--- src/rtl/rsa_key_exponent_derivation_core_assert.svh ---
// Assertion macros shared by the key exponent derivation RTL.
`ifndef RSA_KEY_EXPONENT_DERIVATION_CORE_ASSERT_SVH
`define RSA_KEY_EXPONENT_DERIVATION_CORE_ASSERT_SVH

`ifndef NO_ASSERTIONS
// Same-cycle implication, checked on every rising edge outside reset.
`define RKE_ASSERT_IMPL(label, ante, cons, msg) \
  label: assert property (@(posedge clk) disable iff (rst) (ante) |-> (cons)) else $error(msg);
// Next-cycle implication, checked on every rising edge outside reset.
`define RKE_ASSERT_NEXT(label, ante, cons, msg) \
  label: assert property (@(posedge clk) disable iff (rst) (ante) |=> (cons)) else $error(msg);
`else
`define RKE_ASSERT_IMPL(label, ante, cons, msg)
`define RKE_ASSERT_NEXT(label, ante, cons, msg)
`endif

`endif

--- src/rtl/rkexp_pkg.sv ---
// Package with the transaction types and constants of the key exponent derivation core.
package rkexp_pkg;

  // Default and fixed field widths.
  localparam int PRIME_WIDTH = 16;
  localparam int FIELD_W     = 16;
  localparam int OUT_W       = 32;

  // Input transaction: the two prime factors.
  typedef struct packed {
    logic [FIELD_W-1:0] prime_p;
    logic [FIELD_W-1:0] prime_q;
  } primes_t;

  // Output transaction: modulus and the two exponents.
  typedef struct packed {
    logic [OUT_W-1:0] modulus;
    logic [OUT_W-1:0] public_exponent;
    logic [OUT_W-1:0] private_exponent;
  } key_t;

  // Command to the serial divider.
  typedef struct packed {
    logic start;
    logic wide;
  } div_cmd_t;

  // Status of the serial divider.
  typedef struct packed {
    logic busy;
    logic done;
  } div_stat_t;

endpackage

--- src/rtl/rkexp_div.sv ---
// Restoring divider that produces one quotient bit per cycle.
module rkexp_div #(
  parameter int NW = 2 * rkexp_pkg::PRIME_WIDTH
) (
  input  logic                clk,
  input  logic                rst,
  input  rkexp_pkg::div_cmd_t cmd,
  input  logic [2*NW-1:0]     dividend,
  input  logic [NW-1:0]       divisor,
  output rkexp_pkg::div_stat_t stat,
  output logic [NW-1:0]       quotient,
  output logic [NW-1:0]       remainder
);

  localparam int DW    = 2 * NW;
  localparam int CNT_W = $clog2(DW + 1);

  logic [DW-1:0]    dsr;
  logic [NW-1:0]    rem;
  logic [NW-1:0]    den;
  logic [CNT_W-1:0] cnt;
  logic             busy;
  logic             done;

  logic [NW:0]   rem_shift;
  logic [NW:0]   diff;
  logic          ge;
  logic [NW-1:0] rem_next;

  // One trial subtraction of the divisor from the shifted partial remainder.
  always_comb begin
    rem_shift = {rem, dsr[DW-1]};
    ge        = (rem_shift >= {1'b0, den});
    diff      = rem_shift - {1'b0, den};
    rem_next  = ge ? diff[NW-1:0] : rem_shift[NW-1:0];
  end

  // Control and datapath: the quotient bits shift in behind the dividend bits.
  always_ff @(posedge clk) begin
    if (rst) begin
      busy <= 1'b0;
      done <= 1'b0;
    end else begin
      done <= 1'b0;
      if (cmd.start) begin
        busy <= 1'b1;
        cnt  <= cmd.wide ? CNT_W'(DW) : CNT_W'(NW);
        dsr  <= cmd.wide ? dividend : {dividend[NW-1:0], {NW{1'b0}}};
        rem  <= '0;
        den  <= divisor;
      end else if (busy) begin
        rem <= rem_next;
        dsr <= {dsr[DW-2:0], ge};
        cnt <= cnt - CNT_W'(1);
        if (cnt == CNT_W'(1)) begin
          busy <= 1'b0;
          done <= 1'b1;
        end
      end
    end
  end

  assign stat.busy = busy;
  assign stat.done = done;
  assign quotient  = dsr[NW-1:0];
  assign remainder = rem;

endmodule

--- src/rtl/rsa_key_exponent_derivation_core.sv ---
// Top level of the key exponent derivation core: product, exponent search and inverse.
// Steps: the modulus and totient products, then for each odd exponent candidate a remainder
// of the totient and Euclid steps, then t mod e, a search over multiples of t, and finally
// a product and a wide division for d.
// Throughput is one transaction at a time; synchronous rst clears the controller and divider.
`include "rsa_key_exponent_derivation_core_assert.svh"

module rsa_key_exponent_derivation_core #(
  parameter int PRIME_WIDTH = rkexp_pkg::PRIME_WIDTH
) (
  input  logic               clk,
  input  logic               rst,
  input  logic               primes_valid,
  output logic               primes_ready,
  input  rkexp_pkg::primes_t primes,
  output logic               keys_valid,
  input  logic               keys_ready,
  output rkexp_pkg::key_t    keys
);

  localparam int NW    = 2 * PRIME_WIDTH;
  localparam int MCW   = $clog2(NW + 1);
  localparam int OUT_W = rkexp_pkg::OUT_W;

  typedef enum logic [3:0] {
    S_IDLE,
    S_MUL_N,
    S_MUL_T,
    S_TEST,
    S_MOD_T,
    S_EUCLID,
    S_MOD_XY,
    S_TM,
    S_INV,
    S_MUL_D,
    S_DIV_D,
    S_OUT
  } state_t;

  state_t state;

  // Predecessors of the two factors.
  logic [PRIME_WIDTH-1:0] p_m1;
  logic [PRIME_WIDTH-1:0] q_m1;

  // Key quantities.
  logic [NW-1:0] modulus;
  logic [NW-1:0] totient;
  logic [NW-1:0] cand;
  logic [NW-1:0] pub_e;
  logic [NW-1:0] priv_d;

  // Euclid and inverse search registers.
  logic [NW-1:0] gx;
  logic [NW-1:0] gy;
  logic [NW-1:0] t_mod_e;
  logic [NW-1:0] acc;
  logic [NW-1:0] idx;

  // Shift-and-add multiplier.
  logic [NW-1:0]   mul_a;
  logic [NW-1:0]   mul_b;
  logic [2*NW-1:0] prod;
  logic [MCW-1:0]  mul_cnt;
  logic [NW:0]     mul_hi_sum;

  // Divider interface.
  rkexp_pkg::div_cmd_t  div_cmd;
  rkexp_pkg::div_stat_t div_stat;
  logic [2*NW-1:0]      dv_num;
  logic [NW-1:0]        dv_den;
  logic [NW-1:0]        div_quo;
  logic [NW-1:0]        div_rem;

  // Inverse search step: next multiple of t reduced modulo e.
  logic [NW:0]   acc_sum;
  logic [NW:0]   acc_red;
  logic [NW-1:0] acc_next;

  logic accept;

  assign primes_ready = (state == S_IDLE);
  assign accept       = primes_valid && primes_ready;

  // One multiplier bit per cycle, least significant first.
  always_comb begin
    mul_hi_sum = {1'b0, prod[2*NW-1:NW]} + (mul_b[0] ? {1'b0, mul_a} : {(NW+1){1'b0}});
  end

  // Modular accumulation for the inverse search.
  always_comb begin
    acc_sum  = {1'b0, acc} + {1'b0, t_mod_e};
    acc_red  = acc_sum - {1'b0, pub_e};
    acc_next = (acc_sum >= {1'b0, pub_e}) ? acc_red[NW-1:0] : acc_sum[NW-1:0];
  end

  // Sequencer with its registered outputs.
  always_ff @(posedge clk) begin
    if (rst) begin
      state         <= S_IDLE;
      keys_valid    <= 1'b0;
      div_cmd.start <= 1'b0;
      div_cmd.wide  <= 1'b0;
    end else begin
      // The divider start is a single-cycle pulse; no state that follows a start raises it.
      if (div_cmd.start) begin
        div_cmd.start <= 1'b0;
      end
      // A taken result is cleared unless a new one is loaded in the same cycle.
      if (keys_valid && keys_ready && state != S_OUT) begin
        keys_valid <= 1'b0;
      end
      unique case (state)
        S_IDLE: begin
          if (accept) begin
            mul_a   <= NW'(primes.prime_p[PRIME_WIDTH-1:0]);
            mul_b   <= NW'(primes.prime_q[PRIME_WIDTH-1:0]);
            p_m1    <= (primes.prime_p[PRIME_WIDTH-1:0] != '0) ?
                       primes.prime_p[PRIME_WIDTH-1:0] - PRIME_WIDTH'(1) : '0;
            q_m1    <= (primes.prime_q[PRIME_WIDTH-1:0] != '0) ?
                       primes.prime_q[PRIME_WIDTH-1:0] - PRIME_WIDTH'(1) : '0;
            prod    <= '0;
            mul_cnt <= MCW'(NW);
            state   <= S_MUL_N;
          end
        end
        S_MUL_N: begin
          if (mul_cnt != '0) begin
            prod    <= {mul_hi_sum, prod[NW-1:1]};
            mul_b   <= mul_b >> 1;
            mul_cnt <= mul_cnt - MCW'(1);
          end else begin
            modulus <= prod[NW-1:0];
            mul_a   <= NW'(p_m1);
            mul_b   <= NW'(q_m1);
            prod    <= '0;
            mul_cnt <= MCW'(NW);
            state   <= S_MUL_T;
          end
        end
        S_MUL_T: begin
          if (mul_cnt != '0) begin
            prod    <= {mul_hi_sum, prod[NW-1:1]};
            mul_b   <= mul_b >> 1;
            mul_cnt <= mul_cnt - MCW'(1);
          end else begin
            totient <= prod[NW-1:0];
            cand    <= NW'(3);
            state   <= S_TEST;
          end
        end
        S_TEST: begin
          // Candidates run over odd values from three up to below the totient.
          if (cand < totient) begin
            dv_num        <= (2*NW)'(totient);
            dv_den        <= cand;
            div_cmd.start <= 1'b1;
            div_cmd.wide  <= 1'b0;
            state         <= S_MOD_T;
          end else begin
            pub_e  <= NW'(1);
            priv_d <= totient + NW'(1);
            state  <= S_OUT;
          end
        end
        S_MOD_T: begin
          if (div_stat.done) begin
            gx    <= cand;
            gy    <= div_rem;
            state <= S_EUCLID;
          end
        end
        S_EUCLID: begin
          if (gy == '0) begin
            if (gx == NW'(1)) begin
              // Coprime candidate found: reduce the totient modulo it.
              pub_e         <= cand;
              dv_num        <= (2*NW)'(totient);
              dv_den        <= cand;
              div_cmd.start <= 1'b1;
              div_cmd.wide  <= 1'b0;
              state         <= S_TM;
            end else begin
              cand  <= cand + NW'(2);
              state <= S_TEST;
            end
          end else begin
            dv_num        <= (2*NW)'(gx);
            dv_den        <= gy;
            div_cmd.start <= 1'b1;
            div_cmd.wide  <= 1'b0;
            state         <= S_MOD_XY;
          end
        end
        S_MOD_XY: begin
          if (div_stat.done) begin
            gx    <= gy;
            gy    <= div_rem;
            state <= S_EUCLID;
          end
        end
        S_TM: begin
          if (div_stat.done) begin
            t_mod_e <= div_rem;
            acc     <= div_rem;
            idx     <= NW'(1);
            state   <= S_INV;
          end
        end
        S_INV: begin
          // Looking for the first multiple i*t that is one short of a multiple of e.
          if (acc == pub_e - NW'(1)) begin
            mul_a   <= totient;
            mul_b   <= idx;
            prod    <= '0;
            mul_cnt <= MCW'(NW);
            state   <= S_MUL_D;
          end else if (idx == pub_e) begin
            priv_d <= '0;
            state  <= S_OUT;
          end else begin
            idx <= idx + NW'(1);
            acc <= acc_next;
          end
        end
        S_MUL_D: begin
          if (mul_cnt != '0) begin
            prod    <= {mul_hi_sum, prod[NW-1:1]};
            mul_b   <= mul_b >> 1;
            mul_cnt <= mul_cnt - MCW'(1);
          end else begin
            dv_num        <= prod + (2*NW)'(1);
            dv_den        <= pub_e;
            div_cmd.start <= 1'b1;
            div_cmd.wide  <= 1'b1;
            state         <= S_DIV_D;
          end
        end
        S_DIV_D: begin
          if (div_stat.done) begin
            priv_d <= div_quo;
            state  <= S_OUT;
          end
        end
        S_OUT: begin
          // The result waits here until the output register is free.
          if (!keys_valid || keys_ready) begin
            keys.modulus          <= OUT_W'(modulus);
            keys.public_exponent  <= OUT_W'(pub_e);
            keys.private_exponent <= OUT_W'(priv_d);
            keys_valid            <= 1'b1;
            state                 <= S_IDLE;
          end
        end
        default: begin
          state <= S_IDLE;
        end
      endcase
    end
  end

  // Shared serial divider for the remainders and the final quotient.
  rkexp_div #(
    .NW (NW)
  ) u_div (
    .clk       (clk),
    .rst       (rst),
    .cmd       (div_cmd),
    .dividend  (dv_num),
    .divisor   (dv_den),
    .stat      (div_stat),
    .quotient  (div_quo),
    .remainder (div_rem)
  );

  // Checks on the sequencer and the divider working together.
  `RKE_ASSERT_IMPL(a_idle_div_quiet, state == S_IDLE, !div_stat.busy && !div_stat.done, "divider active while the sequencer is idle")
  `RKE_ASSERT_NEXT(a_accept_starts, accept, state == S_MUL_N, "accepted transaction did not start the modulus product")
  `RKE_ASSERT_IMPL(a_exponent_odd, state == S_INV, pub_e[0] && pub_e >= NW'(3), "inverse search with an even or small exponent")
  `RKE_ASSERT_NEXT(a_result_loaded, state == S_OUT && (!keys_valid || keys_ready), keys_valid && state == S_IDLE, "result not loaded into the output register")

endmodule

--- config.mk ---
export PLATFORM = sky130hd
export DESIGN_NAME = rsa_key_exponent_derivation_core
export DESIGN_NICKNAME = d
export VERILOG_FILES = /design/src/rtl/rkexp_pkg.sv /design/src/rtl/rkexp_div.sv /design/src/rtl/rsa_key_exponent_derivation_core.sv
export VERILOG_INCLUDE_DIRS = /design/src /design/src/rtl
export SDC_FILE = /design/constraint.sdc
export NUM_CORES = 2
export LEC_CHECK = 0
export ABC_AREA = 1
export BUFFER_PORTS_ARGS = -buffer_cell sky130_fd_sc_hd__buf_2
export CAP_MARGIN = 20
export CORE_ASPECT_RATIO = 1.2
export CORE_MARGIN = 5
export CORE_UTILIZATION = 50
export DETAILED_ROUTE_END_ITERATION = 12
export MAX_ROUTING_LAYER = met4
export PLACE_DENSITY_LB_ADDON = 0.3
export SLEW_MARGIN = 40
export SYNTH_ARGS = -nofsm -noshare
export SYNTH_HDL_FRONTEND = slang
export SYNTH_SLANG_ARGS = --single-unit
--- constraint.sdc ---
create_clock -name clk -period 14.8 [get_ports clk]
set_input_delay 2.96 -clock clk [delete_from_list [all_inputs] [get_ports clk]]
set_output_delay 2.96 -clock clk [all_outputs]
set_load 0.005 [all_outputs]
# --- Yosys cells after proc, flatten, opt, wreduce, memory -nomap -nowiden ---
# Cells that the tools add are included.
totals:
  elab_cells: 216
  in_bits: 36
  reg_bits: 822
  output_inout_bits: 98
op_classes:
  n_eq_ne: 38
  muxes: 88
  magnitude_cmp: 3
  add_sub_neg: 13
  n_reduce_logical: 40
  bitwise_logic: 3
ops:
  columns: ["operator", "count"]
  rows:
  - ["two-way mux 32 bit", 31]
  - ["two-way mux 64 bit", 11]
  - ["case mux 32 bit (2 select lines)", 5]
  - ["case mux 32 bit (3 select lines)", 3]
  - ["case mux 64 bit (4 select lines)", 1]
  - ["case mux 64 bit (3 select lines)", 1]
  - ["case mux 32 bit (4 select lines)", 1]
  - ["adder 32 x 32 -> 33 bit", 2]
  - [">= comparator 33 x 32 -> 1 bit", 2]
  - ["adder 32 x 1 -> 32 bit (second input constant)", 2]
  - ["adder 64 x 1 -> 64 bit (second input constant)", 1]
  - ["equality test 32 bit", 2]
  - ["subtractor 32 bit", 2]
  - ["two-way mux 4 bit", 12]
  - ["case mux 4 bit (11 select lines)", 1]
  - ["adder 32 x 2 -> 32 bit (second input constant)", 1]
  - ["equality test 32 x 1 -> 1 bit (second input constant)", 1]
  - ["logical NOT 32 bit", 1]
  - ["less-than comparator 32 bit", 1]
  - ["nonzero test 16 bit", 2]
  - ["subtractor 16 x 1 -> 16 bit (second input constant)", 2]
  - ["subtractor 32 x 1 -> 32 bit (second input constant)", 1]
  - ["two-way mux 31 bit", 1]
  - ["AND reduction 5 bit", 6]
  - ["other kinds (34)", 92]

# --- Longest topological paths before layout ---
depth:
  depth_word: 6
  mapped_depth: 28
  mapped_depth_nobuf: 28

# --- Modules after synthesis ---
# From an unflattened synthesis, not the netlist that was laid out.
unflattened:
  hier_cells: 5588
  hier_area_um2: 47969.8
modules_own_cells:
  columns: ["module", "cells_per_inst", "seq_area_each_um2", "n_inst", "area_per_inst_um2"]
  rows:
  - ["rsa_key_exponent_derivation_core", 4438, 20409.6, 1, 38981.1]
  - ["rkexp_div", 1150, 4093.9, 1, 8988.6]

# --- Worst setup path before layout ---
# Ideal clock, no wire load.
synth_timing:
  path_type: "input port to flip-flop"
  startpoint: "input rst"
  endpoint: "register u_div.cnt[0], enable pin"
  required_time_ns: 14.093
  setup_slack_ns: 3.697
  path_stages: 2
  arrival_time_ns: 10.396
  setup_time_ns: 0.707
  cell_sequence: "clkbuf_1 > o21ai_0"
synth_between:
  elab_chain_len: 2
synth_rtl:
  columns: ["item", "line_no", "source"]
  rows:
  - ["start, declared", "rsa_key_exponent_derivation_core.sv:12", "input logic rst,"]
  - ["NOT 1 bit (no line)", null, null]
  - ["AND reduction 2 bit (no line)", null, null]
  - ["end signal, assigned", "rkexp_div.sv:47", "cnt <= cmd.wide ? CNT_W'(DW) : CNT_W'(NW);"]
  - ["end signal, assigned", "rkexp_div.sv:54", "cnt <= cnt - CNT_W'(1);"]
  - ["end, declared", "rkexp_div.sv:21", "logic [CNT_W-1:0] cnt;"]
# No other way between the ends.
# A chain may end at the register's enable or synchronous reset.

# --- Worst setup path in the final report ---
layout_timing:
  startpoint: "register acc[18]"
  endpoint: "register acc[19], data pin"
layout_between:
  elab_chain_len: 6
  elab_cells_between_ends: 7
  classes_between: "add/sub: 2; order compare: 1; mux: 4"
layout_rtl:
  columns: ["item", "line_no", "source"]
  rows:
  - ["start, declared", "rsa_key_exponent_derivation_core.sv:57", "logic [NW-1:0] acc;"]
  - ["start signal, assigned", "rsa_key_exponent_derivation_core.sv:205", "acc <= div_rem;"]
  - ["start signal, assigned", "rsa_key_exponent_derivation_core.sv:223", "acc <= acc_next;"]
  - ["adder 32 x 32 -> 33 bit (*)", "rsa_key_exponent_derivation_core.sv:92", "acc_sum = {1'b0, acc} + {1'b0, t_mod_e};"]
  - ["subtractor 32 bit or >= comparator 33 x 32 -> 1 bit (tied branches)", "rsa_key_exponent_derivation_core.sv:93, rsa_key_exponent_derivation_core.sv:94", null]
  - ["two-way mux 32 bit (*)", "rsa_key_exponent_derivation_core.sv:94", "acc_next = (acc_sum >= {1'b0, pub_e}) ? acc_red[NW-1:0] : acc_sum[NW-1:0];"]
  - ["two-way mux 32 bit (*)", "rsa_key_exponent_derivation_core.sv:218", "end else if (idx == pub_e) begin"]
  - ["two-way mux 32 bit (*)", "rsa_key_exponent_derivation_core.sv:212", "if (acc == pub_e - NW'(1)) begin"]
  - ["case mux 32 bit (2 select lines) (*)", "rsa_key_exponent_derivation_core.sv:113", "unique case (state)"]
# Mark *: on every way between the ends. The rest lies on a longest branch, timed or not. The select of a mux whose other input is x is not followed.

==> flow_summary.ini <==
[critical_path]
crit_required_ns = 15.21
start_kind = flop
crit_path_cell_trace = ha_1 > nand2_1 > nor2_1 > nand2_1 > nor4_1 > nand2_1 > nand2_1 > nand2_1 > nand2_1 > inv_1 > ha_1 > nand2_1 > nor2_1 > nand2_1 > nor2_1 > nand2_1 > nand2_1 > nand2_2 > nand2_2 > nand2_1 > nand3_1 > nand2_1
critPathCaptureType = flop
arrival_ns = 5.88
critPathMaxStageDelay_ns = 0.80
critPathSlowestCell = nand2_2
path_buf_inv = 1
crit_type = reg2reg
r2r_setup_slack_ns = 9.33
critPathTopFamily = simple AND/OR/NAND/NOR gates
critPathMaxFanout = 33
timing.critical_path.mode_cell = nand2_1

[power_and_ir_drop]
power_frac_clock_pct = 33.7
switching_share_pct = 32.3
p_leak_nw = 21.8
p_int_mw = 4.44
ir_drop_mv = 0.120
p_comb_share_pct = 19.4
p_sw_mw = 2.11
seq_power_share_pct = 46.9
powerDensity_mw_per_mm2 = 126

[synthesis]
synth_top_flop_cell = edfxtp_1
syn_area_mm2 = 0.0471
synth_nets = 5652
synth-async-reset-ratio_pct = 0
synth_area_leaders = edfxtp_1 (52%), nand2_1 (11%), inv_1 (6.3%)
ys_warn_count = 0
ys_seq_elements = 819
synthCells = 5445
synth.avg_cell_area_um2 = 8.65
ys_seq_area_share_pct = 52.0
synth_top_area_cell = edfxtp_1
synth_edf_count = 810
yosysTopAreaCellShare_pct = 51.6
synth_cell_types = 67

[sta]
hold_viol_final = 0
layout_min_cycle_time_ns = 5.47
fin_crit_sh_pct = 37.0
fmax_mhz = 183
finalMaxSlewViolations = 0
setup_tns_ns = 0
worst_pin_slew_ns = 0.838
setup_viol = 0
rsz0062_at_grt = no
clock_skew_ns = 0.0408
slew_headroom_pct = 44.1

[routing]
drt_iter0_markers = 5366
totalWireLength_um = 165000
drtPass1Iterations = 6
vias = 40200
via_per_inst = 5.82
drcViolationCount = 0
drtAntennaViolNets = 0
routedWlPerCell_um = 23.9

[placement]
hpwl_um = 126000
numPortBuffers = 132
gp_congestion = 1.02
placed_cells = 6754

[global_routing]
grt_pass1_vias = 37700
antenna_found_initial = 8
grt-ovfl-total = 0
grt_max_degree = 79
grt_usage_pct = 32.8
grt_pass1_wl_um = 242000

[floorplan]
num_rows = 123
dieWidth_um = 290
start_util_pct = 50.3
pin_count = 134
die-area_mm2 = 0.100
die_y_um = 346
core_mm2 = 0.0937

[flow_run]
cap_violations = 0

[final_layout]
fin_cells = 6913
drive_gt1_share_pct = 7.44
layout_commonest_cell = nand2_1
final_cell_mix = nand2_1 (1328), edfxtp_1 (810), inv_1 (793)
areaGrowthSynthToFinish_pct = 10.8
fin_nets = 5799

[clock_network]
cts.path.max_buffers = 3
cts_resized = 0
numClockSinks = 819
cts_hold_buf = 0
htree_levels = 3
post-cts-setup-buffers = 0
cts_root_buf = clkbuf_16
clkTransAtPathRegs_ns = 0.07
clock_latency_ns = 0.69
cts_tree = yes
cts_made_buffers = 86

[worst_hold_path]
hp-class = reg2reg

[outcome]
status = finished clean
per-layer routing:
layer / vias to the layer above / wire (µm) / global-route usage, % / part of all wire (%)
li1: 18600 / - / - / -
met1: 19000 / 68000 / 44.8 / 41
met3: 405 / 18600 / 7.69 / 11
met2: 2171 / 70800 / 47.7 / 43
met5: - / 0 / - / 0
met4: 0 / 8040 / 13.1 / 4.9
layout make-up:
type | instances | area, µm²
tap | 1250 | 1560
clock inverter | 57 | 631
timing repair buffer | 184 | 1090
sequential | 819 | 24500
multi-input combinational | 3686 | 19100
antenna | 6 | 15.0
inverter | 815 | 3070
clock buffer | 96 | 2190
fill | 8580 | 41500
metrics by stage:
| stage | power (mW) | instance area [µm²] | hold WS [ns] | utilization (%) | setup WS, ns |
|---|---|---|---|---|---|
| 2_1_floorplan | 3.89 | 47100 | 0.400 | - | 3.70 |
| 3_3_place_gp | 4.34 | 49300 | 0.400 | 52.6 | 9.32 |
| 3_5_place_dp | 4.36 | 49400 | 0.405 | 52.7 | 9.22 |
| 4_1_cts | 6.55 | 52200 | 0.383 | 55.7 | 9.59 |
| 5_1_grt | 6.82 | 52200 | 0.408 | 55.7 | 9.09 |
| 6_report | 6.55 | 52200 | 0.388 | 55.7 | 9.33 |
power by group through the flow:
stage,combinational [mW],clock [mW],sequential (mW)
final,1.27,2.21,3.07
after global routing,1.42,2.32,3.07
after CTS,1.26,2.23,3.06
after detailed placement,1.26,0,3.11
after global placement,1.22,0,3.11
after floorplan,0.889,0,3.01
sequential cells by signal, indices dropped and copies added, names as in the netlist, 32 cells and up:
signal / cells
keys: 95
priv_d: 32
gx: 32
dv_num: 64
idx: 32
u_div.remainder: 32
totient: 32
dv_den: 32
acc: 32
mul_a: 32
gy: 32
prod: 64
u_div.dsr: 64
mul_b: 32
modulus: 32
u_div.den: 32
t_mod_e: 32
Yosys cell counts (all sizes together) (16+ instances only):
master / instances
o21bai: 16
nand3b: 26
edfxtp: 810
nor2: 656
o21a: 16
nand4: 103
nand3: 293
o211ai: 18
xnor2: 55
o221ai: 62
nor3: 131
a21oi: 235
nand2: 1343
nor4: 43
clkbuf: 77
inv: 810
buf: 48
o21ai: 297
ha: 167
xor2: 106
kinds of logic after synthesis:
kind of cell / synth area share [%]
AOI/OAI and AO/OA: 8.93
xor gates and xnor gates: 2.99
adders and majority gates: 4.61
buffers and inverters: 7.71
DFF: 52.0
other: 0.00796
and+or+nand+nor: 23.7
worst paths after layout:
| kind | start | endpoint | cells past startpoint |
|---|---|---|---|
| max | acc[18]$_DFFE_PP_ | acc[19]$_DFFE_PP_ | 22 |
| min reg2reg | dv_den[23]$_DFFE_PP_ | u_div.den[23]$_DFFE_PP_ | 0 |
| min | dv_den[23]$_DFFE_PP_ | u_div.den[23]$_DFFE_PP_ | 0 |
| max reg2reg | acc[18]$_DFFE_PP_ | acc[19]$_DFFE_PP_ | 22 |
worst reg2reg max path: cells and delay by family (launching register included):
family                     cells  cell delay (ns)
adders and majority gates      2             0.81
buffers and inverters          1             0.06
DFF                            1             0.46
and+or+nand+nor               19             3.88
Note: power is estimated with default switching activity, not from simulation.
